## config.mk

```make
export PLATFORM = sky130hd
export DESIGN_NAME = positional_array_list
export DESIGN_NICKNAME = d
export VERILOG_FILES = /design/src/hw/rtl/pal_pkg.sv /design/src/hw/rtl/pal_ctrl.sv /design/src/hw/rtl/pal_dp.sv /design/src/hw/rtl/positional_array_list.sv
export SDC_FILE = /design/constraint.sdc
export NUM_CORES = 1
export LEC_CHECK = 0
export BUFFER_PORTS_ARGS = -buffer_cell sky130_fd_sc_hd__buf_2
export CAP_MARGIN = 20
export CORE_MARGIN = 1
export CORE_UTILIZATION = 40
export DETAILED_ROUTE_END_ITERATION = 16
export GPL_ROUTABILITY_DRIVEN = 0
export GPL_TIMING_DRIVEN = 1
export PLACE_DENSITY = 0.62
export SYNTH_ARGS = -nofsm -noshare
export SYNTH_HDL_FRONTEND = slang
export SYNTH_SLANG_ARGS = --single-unit
```

## constraint.sdc

```tcl
create_clock -name i_clk -period 8 [get_ports i_clk]
set_input_delay 1.6 -clock i_clk [delete_from_list [all_inputs] [get_ports i_clk]]
set_output_delay 1.6 -clock i_clk [all_outputs]
set_load 0.1 [all_outputs]
```

## src/hw/rtl/pal_pkg.sv

```systemverilog
// shared types and constants for the positional array list
// used by pal_ctrl, pal_dp, positional_array_list and the testbench; no other dependencies
package pal_pkg;

    // fixed field widths
    localparam int CMD_W  = 2;
    localparam int POS_W  = 5;
    localparam int DATA_W = 32;
    localparam int CNT_W  = 5;

    // command codes
    typedef enum logic [CMD_W-1:0] {
        CMD_INSERT = 2'd0,
        CMD_APPEND = 2'd1,
        CMD_DELETE = 2'd2,
        CMD_READ   = 2'd3
    } t_cmd;

    // controller states
    typedef enum logic [2:0] {
        S_IDLE,
        S_EXEC,
        S_FETCH,
        S_INS_RD,
        S_INS_WR,
        S_DEL_RD,
        S_DEL_WR,
        S_DONE
    } t_state;

    // memory read address select
    typedef enum logic [1:0] {
        RD_POS,
        RD_PREV,
        RD_NEXT
    } t_rd_sel;

    // memory write address and data select
    typedef enum logic [1:0] {
        WR_POS_VAL,
        WR_CNT_VAL,
        WR_IDX_RDATA
    } t_wr_sel;

    // controller to datapath commands
    typedef struct packed {
        logic    load;
        logic    set_err;
        logic    idx_init_cnt;
        logic    idx_init_pos;
        logic    idx_inc;
        logic    idx_dec;
        logic    rd_en;
        t_rd_sel rd_sel;
        logic    wr_en;
        t_wr_sel wr_sel;
        logic    hold_load;
        logic    cnt_inc;
        logic    cnt_dec;
        logic    out_load;
    } t_ctrl;

    // datapath to controller status
    typedef struct packed {
        t_cmd cmd;
        logic err;
        logic ins_more;
        logic del_more;
        logic out_free;
    } t_stat;

endpackage

```

## src/hw/rtl/pal_ctrl.sv

```systemverilog
// sequencing state machine for the positional array list
// depends on pal_pkg; drives the command struct into pal_dp
module pal_ctrl (
    input  logic           i_clk,
    input  logic           i_rst_n,
    input  logic           i_valid,
    input  pal_pkg::t_stat i_stat,
    output pal_pkg::t_ctrl o_ctrl,
    output logic           o_stall
);

    pal_pkg::t_state r_state;
    pal_pkg::t_state n_state;

    // state register
    always_ff @(posedge i_clk) begin
        if (!i_rst_n) begin
            r_state <= pal_pkg::S_IDLE;
        end else begin
            r_state <= n_state;
        end
    end

    // next state
    always_comb begin
        n_state = r_state;
        case (r_state)
            pal_pkg::S_IDLE: begin
                if (i_valid) begin
                    n_state = pal_pkg::S_EXEC;
                end
            end
            pal_pkg::S_EXEC: begin
                if (i_stat.err) begin
                    n_state = pal_pkg::S_DONE;
                end else begin
                    case (i_stat.cmd)
                        pal_pkg::CMD_INSERT: n_state = pal_pkg::S_INS_RD;
                        pal_pkg::CMD_APPEND: n_state = pal_pkg::S_DONE;
                        default:             n_state = pal_pkg::S_FETCH;
                    endcase
                end
            end
            pal_pkg::S_FETCH: begin
                if (i_stat.cmd == pal_pkg::CMD_DELETE) begin
                    n_state = pal_pkg::S_DEL_RD;
                end else begin
                    n_state = pal_pkg::S_DONE;
                end
            end
            pal_pkg::S_INS_RD: begin
                if (i_stat.ins_more) begin
                    n_state = pal_pkg::S_INS_WR;
                end else begin
                    n_state = pal_pkg::S_DONE;
                end
            end
            pal_pkg::S_INS_WR: n_state = pal_pkg::S_INS_RD;
            pal_pkg::S_DEL_RD: begin
                if (i_stat.del_more) begin
                    n_state = pal_pkg::S_DEL_WR;
                end else begin
                    n_state = pal_pkg::S_DONE;
                end
            end
            pal_pkg::S_DEL_WR: n_state = pal_pkg::S_DEL_RD;
            pal_pkg::S_DONE: begin
                if (i_stat.out_free) begin
                    n_state = pal_pkg::S_IDLE;
                end
            end
            default: n_state = pal_pkg::S_IDLE;
        endcase
    end

    // command outputs
    always_comb begin
        o_ctrl  = '0;
        o_stall = 1'b1;
        case (r_state)
            pal_pkg::S_IDLE: begin
                o_stall     = 1'b0;
                o_ctrl.load = i_valid;
            end
            pal_pkg::S_EXEC: begin
                o_ctrl.set_err = 1'b1;
                if (!i_stat.err) begin
                    case (i_stat.cmd)
                        pal_pkg::CMD_INSERT: o_ctrl.idx_init_cnt = 1'b1;
                        pal_pkg::CMD_APPEND: begin
                            o_ctrl.wr_en   = 1'b1;
                            o_ctrl.wr_sel  = pal_pkg::WR_CNT_VAL;
                            o_ctrl.cnt_inc = 1'b1;
                        end
                        default: begin
                            o_ctrl.rd_en        = 1'b1;
                            o_ctrl.rd_sel       = pal_pkg::RD_POS;
                            o_ctrl.idx_init_pos = 1'b1;
                        end
                    endcase
                end
            end
            pal_pkg::S_FETCH: o_ctrl.hold_load = 1'b1;
            pal_pkg::S_INS_RD: begin
                if (i_stat.ins_more) begin
                    o_ctrl.rd_en  = 1'b1;
                    o_ctrl.rd_sel = pal_pkg::RD_PREV;
                end else begin
                    o_ctrl.wr_en   = 1'b1;
                    o_ctrl.wr_sel  = pal_pkg::WR_POS_VAL;
                    o_ctrl.cnt_inc = 1'b1;
                end
            end
            pal_pkg::S_INS_WR: begin
                o_ctrl.wr_en   = 1'b1;
                o_ctrl.wr_sel  = pal_pkg::WR_IDX_RDATA;
                o_ctrl.idx_dec = 1'b1;
            end
            pal_pkg::S_DEL_RD: begin
                if (i_stat.del_more) begin
                    o_ctrl.rd_en  = 1'b1;
                    o_ctrl.rd_sel = pal_pkg::RD_NEXT;
                end else begin
                    o_ctrl.cnt_dec = 1'b1;
                end
            end
            pal_pkg::S_DEL_WR: begin
                o_ctrl.wr_en   = 1'b1;
                o_ctrl.wr_sel  = pal_pkg::WR_IDX_RDATA;
                o_ctrl.idx_inc = 1'b1;
            end
            pal_pkg::S_DONE: o_ctrl.out_load = i_stat.out_free;
            default: o_ctrl = '0;
        endcase
    end

endmodule

```

## src/hw/rtl/pal_dp.sv

```systemverilog
// datapath of the positional array list: item memory, count, index and result register
// depends on pal_pkg; steered by pal_ctrl
module pal_dp #(
    parameter int DEPTH = 16
) (
    input  logic                              i_clk,
    input  logic                              i_rst_n,
    input  pal_pkg::t_ctrl                    i_ctrl,
    output pal_pkg::t_stat                    o_stat,
    input  logic [pal_pkg::CMD_W-1:0]         i_cmd,
    input  logic [pal_pkg::POS_W-1:0]         i_position,
    input  logic signed [pal_pkg::DATA_W-1:0] i_item_value,
    input  logic                              i_stall,
    output logic                              o_valid,
    output logic signed [pal_pkg::DATA_W-1:0] o_data_out,
    output logic                              o_error,
    output logic [pal_pkg::CNT_W-1:0]         o_item_count,
    output logic                              o_full_res,
    output logic                              o_empty_res
);

    localparam int AW   = $clog2(DEPTH);
    localparam int CW   = $clog2(DEPTH + 1);
    localparam int CMPW = (CW > pal_pkg::POS_W) ? CW : pal_pkg::POS_W;

    logic [pal_pkg::DATA_W-1:0] mem [DEPTH];

    pal_pkg::t_cmd              r_cmd;
    logic [pal_pkg::POS_W-1:0]  r_pos;
    logic [pal_pkg::DATA_W-1:0] r_val;
    logic [CW-1:0]              r_count;
    logic [AW-1:0]              r_idx;
    logic [pal_pkg::DATA_W-1:0] r_rdata;
    logic [pal_pkg::DATA_W-1:0] r_hold;
    logic                       r_err;
    logic                       r_out_valid;
    logic [pal_pkg::DATA_W-1:0] r_out_data;
    logic                       r_out_err;
    logic [pal_pkg::CNT_W-1:0]  r_out_cnt;
    logic                       r_out_full;
    logic                       r_out_empty;

    logic [CMPW-1:0]            w_pos_ext;
    logic [CMPW-1:0]            w_cnt_ext;
    logic [CMPW-1:0]            w_idx_ext;
    logic [AW-1:0]              w_pos_addr;
    logic                       w_full;
    logic                       w_err;
    logic [AW-1:0]              w_rd_addr;
    logic [AW-1:0]              w_wr_addr;
    logic [pal_pkg::DATA_W-1:0] w_wr_data;
    logic                       w_out_free;
    logic                       w_has_data;

    // widened operands for compares
    assign w_pos_ext  = CMPW'(r_pos);
    assign w_cnt_ext  = CMPW'(r_count);
    assign w_idx_ext  = CMPW'(r_idx);
    assign w_pos_addr = w_pos_ext[AW-1:0];
    assign w_full     = (r_count == CW'(DEPTH));

    // command legality
    always_comb begin
        case (r_cmd)
            pal_pkg::CMD_INSERT: w_err = w_full || (w_pos_ext > w_cnt_ext);
            pal_pkg::CMD_APPEND: w_err = w_full;
            default:             w_err = (w_pos_ext >= w_cnt_ext);
        endcase
    end

    assign w_out_free = !r_out_valid || !i_stall;

    assign o_stat.cmd      = r_cmd;
    assign o_stat.err      = w_err;
    assign o_stat.ins_more = (w_idx_ext > w_pos_ext);
    assign o_stat.del_more = ((w_idx_ext + CMPW'(1)) < w_cnt_ext);
    assign o_stat.out_free = w_out_free;

    // read address select
    always_comb begin
        case (i_ctrl.rd_sel)
            pal_pkg::RD_PREV: w_rd_addr = r_idx - AW'(1);
            pal_pkg::RD_NEXT: w_rd_addr = r_idx + AW'(1);
            default:          w_rd_addr = w_pos_addr;
        endcase
    end

    // write address and data select
    always_comb begin
        case (i_ctrl.wr_sel)
            pal_pkg::WR_CNT_VAL: begin
                w_wr_addr = r_count[AW-1:0];
                w_wr_data = r_val;
            end
            pal_pkg::WR_IDX_RDATA: begin
                w_wr_addr = r_idx;
                w_wr_data = r_rdata;
            end
            default: begin
                w_wr_addr = w_pos_addr;
                w_wr_data = r_val;
            end
        endcase
    end

    // item memory, one write and one registered read port
    always_ff @(posedge i_clk) begin
        if (i_ctrl.wr_en) begin
            mem[w_wr_addr] <= w_wr_data;
        end
        if (i_ctrl.rd_en) begin
            r_rdata <= mem[w_rd_addr];
        end
    end

    // captured item, index, held data, error flag
    always_ff @(posedge i_clk) begin
        if (i_ctrl.load) begin
            r_cmd <= pal_pkg::t_cmd'(i_cmd);
            r_pos <= i_position;
            r_val <= i_item_value;
        end
        if (i_ctrl.set_err) begin
            r_err <= w_err;
        end
        if (i_ctrl.hold_load) begin
            r_hold <= r_rdata;
        end
        if (i_ctrl.idx_init_cnt) begin
            r_idx <= r_count[AW-1:0];
        end else if (i_ctrl.idx_init_pos) begin
            r_idx <= w_pos_addr;
        end else if (i_ctrl.idx_inc) begin
            r_idx <= r_idx + AW'(1);
        end else if (i_ctrl.idx_dec) begin
            r_idx <= r_idx - AW'(1);
        end
    end

    // item count
    always_ff @(posedge i_clk) begin
        if (!i_rst_n) begin
            r_count <= '0;
        end else if (i_ctrl.cnt_inc) begin
            r_count <= r_count + CW'(1);
        end else if (i_ctrl.cnt_dec) begin
            r_count <= r_count - CW'(1);
        end
    end

    // result register
    assign w_has_data = !r_err && (r_cmd == pal_pkg::CMD_DELETE || r_cmd == pal_pkg::CMD_READ);

    always_ff @(posedge i_clk) begin
        if (!i_rst_n) begin
            r_out_valid <= 1'b0;
        end else if (i_ctrl.out_load) begin
            r_out_valid <= 1'b1;
        end else if (!i_stall) begin
            r_out_valid <= 1'b0;
        end
    end

    always_ff @(posedge i_clk) begin
        if (i_ctrl.out_load) begin
            r_out_data  <= w_has_data ? r_hold : '0;
            r_out_err   <= r_err;
            r_out_cnt   <= w_cnt_ext[pal_pkg::CNT_W-1:0];
            r_out_full  <= w_full;
            r_out_empty <= (r_count == '0);
        end
    end

    assign o_valid      = r_out_valid;
    assign o_data_out   = r_out_data;
    assign o_error      = r_out_err;
    assign o_item_count = r_out_cnt;
    assign o_full_res   = r_out_full;
    assign o_empty_res  = r_out_empty;

endmodule

```

## src/hw/rtl/positional_array_list.sv

```systemverilog
// top level of the positional array list: ordered list with insert, append, delete, read
// depends on pal_pkg, pal_ctrl and pal_dp
//
// channel  | valid    | stall    | payload
// ---------+----------+----------+---------------------------------------------------
// command  | i_valid  | o_stall  | i_cmd, i_position, i_item_value
// result   | o_valid  | i_stall  | o_data_out, o_error, o_item_count, o_full_res,
//          |          |          | o_empty_res
//
// one item at a time; the list lives in a single-port-write, registered-read memory,
// so each shifted entry is first read, then written back
// append and refused commands go from execute straight to done; read adds a fetch;
// insert shifts the entries from p to the end up, delete fetches then shifts them down
// reset (synchronous, active low) empties the list; entries need no clearing pass
// a result waits in the output register under i_stall while the next item is taken
module positional_array_list #(
    parameter int DEPTH = 16
) (
    input  logic                              i_clk,
    input  logic                              i_rst_n,
    input  logic                              i_valid,
    output logic                              o_stall,
    input  logic [pal_pkg::CMD_W-1:0]         i_cmd,
    input  logic [pal_pkg::POS_W-1:0]         i_position,
    input  logic signed [pal_pkg::DATA_W-1:0] i_item_value,
    output logic                              o_valid,
    input  logic                              i_stall,
    output logic signed [pal_pkg::DATA_W-1:0] o_data_out,
    output logic                              o_error,
    output logic [pal_pkg::CNT_W-1:0]         o_item_count,
    output logic                              o_full_res,
    output logic                              o_empty_res
);

    pal_pkg::t_ctrl w_ctrl;
    pal_pkg::t_stat w_stat;

    // sequencer
    pal_ctrl u_ctrl (
        .i_clk   (i_clk),
        .i_rst_n (i_rst_n),
        .i_valid (i_valid),
        .i_stat  (w_stat),
        .o_ctrl  (w_ctrl),
        .o_stall (o_stall)
    );

    // storage and result datapath
    pal_dp #(
        .DEPTH (DEPTH)
    ) u_dp (
        .i_clk        (i_clk),
        .i_rst_n      (i_rst_n),
        .i_ctrl       (w_ctrl),
        .o_stat       (w_stat),
        .i_cmd        (i_cmd),
        .i_position   (i_position),
        .i_item_value (i_item_value),
        .i_stall      (i_stall),
        .o_valid      (o_valid),
        .o_data_out   (o_data_out),
        .o_error      (o_error),
        .o_item_count (o_item_count),
        .o_full_res   (o_full_res),
        .o_empty_res  (o_empty_res)
    );

endmodule

```

# ---- Yosys cells after proc, flatten, opt, wreduce, memory -nomap -nowiden
# Memory sizes are Yosys's and may differ from the RTL's. A register that Yosys moved wholly into a read port is not among the register bits.
# Cells that the tools add are included.
dict set report word_totals {
  ff_bits 125
  ram_bits 512
  in_bits 43
  output_inout_bits 42
  word_cells 103
  mem_count 1
}
dict set report op_classes {
  add_sub_neg 5
  order_cmp 4
  n_eq_ne 18
  n_mux 46
  n_reduce_logical 15
}
# name depth word_bits rd rd_clocked_by_memory_dff wr line
set memory_table {}
lappend memory_table {u_dp.mem 16 32 1 1 1 pal_dp.sv:26} ;# logic [pal_pkg::DATA_W-1:0] mem [DEPTH];
# op count
set op_table {}
lappend op_table {{32-bit two-way mux} 1}
lappend op_table {{3-bit two-way mux} 9}
lappend op_table {{3-bit one-hot mux with 8 select lines} 1}
lappend op_table {{1-bit two-way mux} 18}
lappend op_table {{3-bit one-hot mux with 3 select lines} 2}
lappend op_table {{4-bit two-way mux} 4}
lappend op_table {{4-bit one-hot mux with 2 select lines} 2}
lappend op_table {{3-bit equality test, second input constant} 4}
lappend op_table {{5-bit two-way mux} 2}
lappend op_table {{2-bit equality test, second input constant} 4}
lappend op_table {{2-bit by 1-bit equality test with 1-bit output, second input constant} 3}
lappend op_table {{3-bit by 2-bit equality test with 1-bit output, second input constant} 2}
lappend op_table {{2-bit two-way mux} 3}
lappend op_table {{6-bit two-way mux} 1}
lappend op_table {{3-bit one-hot mux with 2 select lines} 1}
lappend op_table {{4-bit by 1-bit adder with 5-bit output, second input constant} 1}
lappend op_table {{5-bit by 1-bit adder with 5-bit output, second input constant} 1}
lappend op_table {{5-bit equality test, second input constant} 1}
lappend op_table {{5-bit greater-or-equal comparator} 1}
lappend op_table {{4-bit by 5-bit > comparator with 1-bit output} 1}
lappend op_table {{5-bit > comparator} 1}
lappend op_table {{5-bit logical NOT} 1}
lappend op_table {{5-bit < comparator} 1}
lappend op_table {{5-bit by 1-bit subtractor with 5-bit output, second input constant} 1}
lappend op_table {{other kinds (15)} 22}

# ---- Logic depth before layout (Yosys ltp)
# Gate-level depths: netlist (run 1).
dict set report logic_depth {
  depth_word 7
  ltp_mapped 21
  ltp_nobuf 18
}

# ---- Cells and area by module
# A second synthesis (run 1) with hierarchy kept.
dict set report unflattened {
  hier_cells 2213
  area_unflattened_um2 31694.1
}
# mod instances cells_per_inst area_each_um2
set by_module_without_submodules {}
lappend by_module_without_submodules {pal_dp 1 2159 31345.1}
lappend by_module_without_submodules {pal_ctrl 1 54 349.1}

# ---- Least setup slack after synthesis (run 1)
# Ideal clock, no wire load.
dict set report synth_timing {
  kind {register to register}
  startpoint {register u_dp.r_count[0]}
  endpoint {memory u_dp.mem[12][0] in the netlist's numbering, enable pin}
  setup_time_ps 595
  arrival_time_ps 7025
  setup_slack_ps 380
  stages_incl_launch_ff 12
  n_path_buf 1
  period_less_slack_ps 7620
  path_cell_list {dfxtp_1 > nor4_2 > a21oi_1 > and3_1 > inv_1 > ha_1 > clkbuf_1 > a22oi_1 > nor2_1 > a21oi_1 > nand2_1 > a2111oi_0}
}
dict set report synth_via {
  elab_chain_len 7
  elab_cells_between_ends 12
  cone_classes {2 x order compare; 3 x eq/ne; 6 x mux; 1 x reduce/logical}
}
# element line
set synth_lines {}
lappend synth_lines {{start: declaration} pal_dp.sv:31} ;# logic [CW-1:0] r_count;
lappend synth_lines {{start signal: assignment} pal_dp.sv:145} ;# r_count <= r_count + CW'(1);
lappend synth_lines {{start signal: assignment} pal_dp.sv:147} ;# r_count <= r_count - CW'(1);
lappend synth_lines {{5-bit > comparator / 5-bit equality test (equally long branches)} {pal_dp.sv:65, pal_dp.sv:60}}
lappend synth_lines {{1-bit logical OR} pal_dp.sv:65} ;# pal_pkg::CMD_INSERT: w_err = w_full || (w_pos_ext > w_cnt_ext);
lappend synth_lines {{1-bit one-hot mux with 2 select lines} pal_dp.sv:64} ;# case (r_cmd)
lappend synth_lines {{6-bit two-way mux} pal_ctrl.sv:87} ;# if (!i_stat.err) begin
lappend synth_lines {{3-bit one-hot mux with 3 select lines} pal_ctrl.sv:80} ;# case (r_state)
lappend synth_lines {{2-bit equality test (tied with other cells)} pal_dp.sv:90} ;# case (i_ctrl.wr_sel)
lappend synth_lines {{4-bit one-hot mux with 2 select lines / 1-bit two-way mux (equally long branches)} {pal_dp.sv:90, pal_dp.sv:109}}
lappend synth_lines {{end: declaration} pal_dp.sv:26}
# Parallel ways exist; a longest one is shown, timed or not.

# ---- Worst setup path in the final report (run 1)
dict set report layout_timing {
  startpoint {register u_dp.r_idx[0]}
  endpoint {register u_dp.r_rdata[22] in the netlist's numbering (read register of u_dp.mem) (data pin)}
}
dict set report layout_via {
  elab_chain_len 6
  elab_cells_between_ends 11
  cone_classes {3 x add/sub; 2 x order compare; 2 x eq/ne; 4 x mux}
}
# element line
set layout_lines {}
lappend layout_lines {{start: declaration} pal_dp.sv:32} ;# logic [AW-1:0] r_idx;
lappend layout_lines {{start signal: assignment} pal_dp.sv:130} ;# r_idx <= r_count[AW-1:0];
lappend layout_lines {{start signal: assignment} pal_dp.sv:132} ;# r_idx <= w_pos_addr;
lappend layout_lines {{start signal: assignment} pal_dp.sv:134} ;# r_idx <= r_idx + AW'(1);
lappend layout_lines {{4-bit by 1-bit adder with 5-bit output} pal_dp.sv:76} ;# assign o_stat.del_more = ((w_idx_ext + CMPW'(1)) < w_cnt_ext);
lappend layout_lines {{5-bit < comparator} pal_dp.sv:76}
lappend layout_lines {{3-bit two-way mux} pal_ctrl.sv:120} ;# if (i_stat.del_more) begin
lappend layout_lines {{3-bit one-hot mux with 3 select lines} pal_ctrl.sv:80}
lappend layout_lines {{2-bit equality test / 2-bit by 1-bit equality test with 1-bit output (equally long branches)} pal_dp.sv:81} ;# case (i_ctrl.rd_sel)
lappend layout_lines {{4-bit one-hot mux with 2 select lines} pal_dp.sv:81}
lappend layout_lines {{end: declaration} pal_dp.sv:33} ;# logic [pal_pkg::DATA_W-1:0] r_rdata;
# Parallel ways exist; a longest one is shown, timed or not.
# A chain may end at the register's enable or synchronous reset.

==> results.toml, run 1 <==
[sta]
slew-limit-headroom = 0.3047
skew_ps = 21.22
hold_viol = 0
fin_crit_sh = 0.6556
fin_tns_setup_ps = 0
setup_viol = 0
rsz0062_at_grt = "no"
timing.hold.ws_ps = 440.5
tightest_slew_ps = 1041
slew_violations = 0
max_freq_mhz = 190.7
fin_crit_ps = 5245

[detailed_routing]
postRouteAntennaNets = 0
drc = 0
drt_pass1_iterations = 5
avgViaCountPerCell = 5.342
vias = 12340
routed_wl_mm = 55.57
wl_met1_mm = 24.23
wl_met2_mm = 27.16
wl_per_cell_microns = 24.06
dr.max_layer_used = "met4"
drt_first_iter_violations = 922
wl_met3_mm = 2.880

[global_routing]
antenna_found_initial = 1
grtUsageTotal = 0.1712
overflow = 0
grt_start_max_net_pins = 129
grt_pass1_vias = 12870
grt_pass1_wl_mm = 83.72

[clocking]
hold_buffers = 0
postCtsSetupBuffers = 0
cts.repair.resized = 0
cts.clk_slew.worst_paths_ps = 60
root_buffer = "clkbuf_16"
clock_path_buffers = 3
clk_latency_ps = 610
cts_buffers = 73
cts_sinks = 669
cts_tree = "done"
htreeDepth = 3

[yosys]
syn_avg_cell_area_sq_um = 20.52
async_flop_share = 0
synth.area.top_cells = "edfxtp_1, mux4_2, mux2i_1"
yosys_warnings = 0
ys_seq_area_frac = 0.7651
ys_types = 55
synth_area_sq_um = 26140
synth_ff_type = "edfxtp_1"
synth_top_area_cell = "edfxtp_1"
ys_ff_latch = 669
synth_common_cells = "edfxtp_1, mux4_2, a21oi_1, and2_1, mux2i_1"
yosys.cell_count.top_type = "edfxtp_1"
synth_top_area_share = 0.7582
synthCells = 1274
syn_nets = 1340
synth_edf_count = 660

[placement]
port_buffers = 84
hpwl_mm = 28.22

[floorplan]
dieArea_sq_um = 66380
rows = 93
start_util = 0.4055
die_w_microns = 257.6
core_sq_um = 64460
die_h_microns = 257.6
io_pins = 85

[setup_path]
critical_path.max_fanout = 68
crit_type = "reg2reg"
end_kind = "flip-flop"
crit_required_ps = 8310
worstSetupStartpointType = "flip-flop"
critical_path_arrival_ps = 5560

[final_layout]
syn_to_final_growth_pct = 14.95
fill_cells = 5403
nets = 1464
antennaDiodeCount = 0
multiInputGateArea_sq_um = 5909
seq_area_sq_um = 20000
drive_above_1_share = 0.2811

[power_and_ir_drop]
clkPwrFrac = 0.323
vdd_ir_drop_max_uv = 196.4
p_seq_frac = 0.465
swShare = 0.2847
cellInternalPower_mw = 7.219
combPwrFrac = 0.211
p_per_area_nw_per_um2 = 335.9
p_leak_nw = 9.718
p_switching_mw = 2.873

[outcome]
status = "completed"

[worst_hold_path]
hp-class = "reg2reg"

[job]
max-cap-violations = 0
-- placed cells by master (no fill, tap or decap), types with 6 or more instances in the layout --
master,count
a211oi_1,30
a21oi_1,49
and2_1,37
buf_2,84
buf_4,25
bufinv_16,6
clkbuf_1,9
clkbuf_16,74
clkinv_1,21
clkinv_2,7
dfxtp_1,9
edfxtp_1,660
ha_1,21
inv_1,19
mux2_2,32
mux2i_1,38
mux4_2,128
nand2_1,24
nand2b_1,6
nand3_1,8
nor2_1,20
nor2_4,11
nor2b_1,35
o21ai_0,10
-- registers in the layout, indices dropped and copies added (netlist names), 4 cells and up --
name / cells
u_dp.r_val: 32
u_dp.o_item_count: 5
u_dp.r_hold: 32
u_dp.mem: 512
u_dp.o_data_out: 32
u_dp.r_count: 5
u_dp.r_idx: 4
u_dp.r_rdata: 32
u_dp.r_pos: 5
-- per-layer routing --
metal,track usage,vias to the layer above
met5,0,-
met4,0.05079,0
met3,0.03082,87
met2,0.2770,327
met1,0.2375,6482
li1,-,5443
-- final timing paths --
check | startpoint | to | slack [ps] | cells after the start
max reg2reg | u_dp.r_idx[0] | u_dp.r_rdata[22] | 2760 | 19
max | u_dp.r_idx[0] | u_dp.r_rdata[22] | 2760 | 19
min | u_dp.r_rdata[9] | u_dp.r_hold[9] | 440 | 0
min reg2reg | u_dp.r_rdata[9] | u_dp.r_hold[9] | 440 | 0
-- critical path, cell delays in order (launching register included) --
cell      delay [ps]
edfxtp_1         510
inv_1            160
ha_1             380
ha_1             280
a21boi_1         130
o21ai_0          170
nand2b_1          90
a21o_1           180
a21oi_1          130
nand2_1          110
inv_1             80
ha_1             390
nor3_2           110
a21oi_4          150
buf_12           430
buf_12           530
mux4_2           560
nor2b_1          140
a211oi_1         250
a21oi_1           70
-- kinds of logic after synthesis --
kind of cell    after synthesis  share of synthesized area
buf+inv                      83                    0.01623
flops                       669                     0.7651
fa+ha+maj                    23                    0.01130
mux                         198                     0.1386
compound gates              127                    0.03111
xor+xnor                      8                   0.002680
simple gates                166                    0.03499
-- power by group through the flow --
stage / clock network (mW) / registers [mW] / logic, mW
4_1_cts: 3.34 / 4.70 / 2.17
6_report: 3.26 / 4.70 / 2.13
3_5_place_dp: 0 / 4.77 / 2.17
3_3_place_gp: 0 / 4.76 / 2.12
2_1_floorplan: 0 / 4.75 / 1.53
5_1_grt: 3.47 / 4.73 / 2.34
-- layout make-up --
type	instances	area share
Clock buffer	83	0.06275
Tap cell	855	0.03560
Timing Repair Buffer	112	0.02224
Multi-Input combinational cell	522	0.1967
Sequential cell	669	0.6656
Inverter	20	0.002498
Clock inverter	49	0.01466
-- through the flow --
| stage | power [mW] | cells | worst slack (ps) | utilization | cell area [sq um] |
|---|---|---|---|---|---|
| 4_1_cts | 10.22 | 2310 | 2714 | 0.4661 | 30050 |
| 6_report | 10.09 | 2310 | 2755 | 0.4661 | 30050 |
| 2_1_floorplan | 6.281 | 1274 | 379.7 | - | 26140 |
| 3_3_place_gp | 6.875 | 2178 | 2767 | 0.4300 | 27720 |
| 5_1_grt | 10.54 | 2310 | 2306 | 0.4661 | 30050 |
| 3_5_place_dp | 6.936 | 2178 | 2722 | 0.4300 | 27720 |
Note: power is estimated with default switching activity, not from simulation.
==> inputs of run 2 (changes only) <==
--- a/config.mk
+++ b/config.mk
@@ -5,6 +5,7 @@
 export SDC_FILE = /design/constraint.sdc
 export NUM_CORES = 1
 export LEC_CHECK = 0
+export ABC_AREA = 1
 export BUFFER_PORTS_ARGS = -buffer_cell sky130_fd_sc_hd__buf_2
 export CAP_MARGIN = 20
 export CORE_MARGIN = 1
@@ -12,7 +13,7 @@
 export DETAILED_ROUTE_END_ITERATION = 16
 export GPL_ROUTABILITY_DRIVEN = 0
 export GPL_TIMING_DRIVEN = 1
-export PLACE_DENSITY = 0.62
+export PLACE_DENSITY = 0.6
 export SYNTH_ARGS = -nofsm -noshare
 export SYNTH_HDL_FRONTEND = slang
 export SYNTH_SLANG_ARGS = --single-unit
==> constraint.sdc (replaced) <==
create_clock -name i_clk -period 5 [get_ports i_clk]
set_input_delay 1 -clock i_clk [delete_from_list [all_inputs] [get_ports i_clk]]
set_output_delay 1 -clock i_clk [all_outputs]
set_load 0.1 [all_outputs]
==> results.toml, run 2 <==
[outcome]
status = "completed"

[setup_path]
slowest_stage = "edfxtp_1"
cpMostUsedCell = "ha_1"
crit_buf_inv = 2
critical_path.max_fanout = 137
critical_path.max_stage_delay_ps = 440
crit_type = "reg2reg"
end_kind = "flip-flop"
crit_required_ps = 5350
critical_path_arrival_ps = 4370
cp_cell_sequence = "ha_1 > xor2_1 > ha_1 > a21oi_1 > o211ai_1 > nor2_1 > ha_1 > inv_2 > nor2_1 > a21oi_4 > buf_12 > nand2_1 > o211ai_1 > nand3_1 > nand3_1 > nand2_1"
worstSetupStartpointType = "flip-flop"
cp_top_family = "adder cells"

[final_layout]
antennaDiodeCount = 0
nets = 2360
seq_area_sq_um = 20000
largest_reg_flops = 512
multiInputGateArea_sq_um = 5712
final_common_cell = "edfxtp_1"
drive_above_1_share = 0.1057
syn_to_final_growth_pct = 13.26
fill_cells = 5943
largest_register = "u_dp.mem"
final_cell_mix = "edfxtp_1, nand2_1, inv_1"

[floorplan]
dieArea_sq_um = 69900
die_w_microns = 264.4
core_sq_um = 67630
die_h_microns = 264.4
io_pins = 85
start_util = 0.4072
rows = 95

[sta]
skew_ps = 29.82
fin_crit_ps = 4017
setup_slack_ps = 983.1
fin_tns_setup_ps = 0
rsz0062_at_grt = "no"
setup_viol = 0
slew-limit-headroom = 0.2552
max_freq_mhz = 248.9
slew_violations = 0
tightest_slew_ps = 1116
fin_crit_sh = 0.8034
hold_viol = 0

[placement]
dp_slack_ps = 1042
hpwl_mm = 37.36
port_buffers = 84

[global_routing]
antenna_found_initial = 1
grt_pass1_vias = 16410
grt_start_max_net_pins = 138
grt_pass1_wl_mm = 101.2
overflow = 0
grtUsageTotal = 0.1919

[clocking]
cts.clk_slew.worst_paths_ps = 60
cts_tree = "done"
cts.repair.resized = 0
htreeDepth = 3
hold_buffers = 0
cts_buffers = 68
clk_latency_ps = 620
clock_path_buffers = 3
postCtsSetupBuffers = 0
root_buffer = "clkbuf_16"
cts_sinks = 669

[power_and_ir_drop]
total_power_mw = 17.41
combPwrFrac = 0.279
clkPwrFrac = 0.282
p_seq_frac = 0.440
p_switching_mw = 5.918
vdd_ir_drop_max_uv = 349.6
swShare = 0.3400
p_leak_nw = 11.72
cellInternalPower_mw = 11.49
p_per_area_nw_per_um2 = 558.1

[yosys]
synth_ff_type = "edfxtp_1"
synth_common_cells = "edfxtp_1, nand2_1, inv_1, o211ai_1, nand3_1"
synth.area.top_cells = "edfxtp_1, o211ai_1, nand2_1"
ys_types = 32
synth_top_area_cell = "edfxtp_1"
async_flop_share = 0
yosys_warnings = 0
synth_area_sq_um = 27540
syn_nets = 2279
ys_seq_area_frac = 0.7262
syn_avg_cell_area_sq_um = 12.44
synth_edf_count = 660
ys_ff_latch = 669
synthCells = 2213
yosys.cell_count.top_type = "edfxtp_1"
synth_top_area_share = 0.7197

[worst_hold_path]
hp-class = "reg2reg"

[detailed_routing]
postRouteAntennaNets = 0
wl_per_cell_microns = 20.67
drc = 0
drt_pass1_iterations = 5
drt_first_iter_violations = 1695
routed_wl_mm = 66.53
vias = 16720
avgViaCountPerCell = 5.195

[job]
max-cap-violations = 0
run 2: changes by cell type in the layout (fill, tap and decap cells not counted), moves of 38 or more:
cell,change
nand3_1,+219
nand2_1,+414
inv_1,+314
mux4_2,-128
o211ai_1,+260
mux2i_1,-38
run 2: final cells by class:
class,instances,share of cell area
Clock buffer,87,0.05889
Clock inverter,35,0.009387
Inverter,357,0.04312
Multi-Input combinational cell,1071,0.1831
Sequential cell,669,0.6412
Tap cell,873,0.03502
Timing Repair Buffer,127,0.02928
run 2: cells by family after synthesis:
group                      synth area share
DFF                                  0.7262
and+or+nand+nor                      0.1133
xor gates and xnor gates           0.002226
AOI/OAI and AO/OA                   0.07887
buffers and inverters               0.06870
adders and majority gates           0.01072
run 2: worst paths after layout:
check | startpoint | endpoint | slack (ps) | depth (start not counted)
max | u_dp.r_idx[0] | u_dp.r_rdata[26] | 980 | 16
min | u_dp.r_rdata[19] | u_dp.r_hold[19] | 450 | 0
max reg2reg | u_dp.r_idx[0] | u_dp.r_rdata[26] | 980 | 16
min reg2reg | u_dp.r_rdata[19] | u_dp.r_hold[19] | 450 | 0
run 2: worst register-to-register path, stage by stage, from the launching register on:
cell and delay [ps]:
edfxtp_1 440, ha_1 250, xor2_1 240, ha_1 300, a21oi_1 180, o211ai_1 150, nor2_1 160, ha_1 280
inv_2 190, nor2_1 100, a21oi_4 340, buf_12 450, nand2_1 240, o211ai_1 140, nand3_1 110, nand3_1 120
nand2_1 80
run 2: stage by stage:
| stage | cells | cell area, sq um | util | hold WS (ps) |
|---|---|---|---|---|
| 6_report | 3219 | 31190 | 0.4612 | 448.3 |
| 5_1_grt | 3219 | 31190 | 0.4612 | 456.1 |
| 4_1_cts | 3219 | 31190 | 0.4612 | 447.3 |
| 3_5_place_dp | 3097 | 29060 | 0.4297 | 432.3 |
| 3_3_place_gp | 3096 | 29030 | 0.4293 | 429.3 |
| 2_1_floorplan | 2213 | 27540 | - | 418.3 |
run 2: routing by layer:
metal / vias up / global-route usage / share of wire
met5: - / 0 / 0
met4: 0 / 0.05688 / 0.020
met3: 83 / 0.02267 / 0.056
met2: 530 / 0.3223 / 0.49
met1: 8172 / 0.2620 / 0.44
li1: 7938 / - / -
run 2: power groups by stage:
| stage | Sequential, mW | Combinational (mW) | Clock, mW |
|---|---|---|---|
| CTS | 7.65 | 4.86 | 4.99 |
| global placement | 7.75 | 4.75 | 0 |
| floorplan | 7.75 | 3.29 | 0 |
| finish | 7.65 | 4.85 | 4.91 |
| detailed placement | 7.76 | 4.84 | 0 |
| global route | 7.70 | 5.36 | 5.20 |
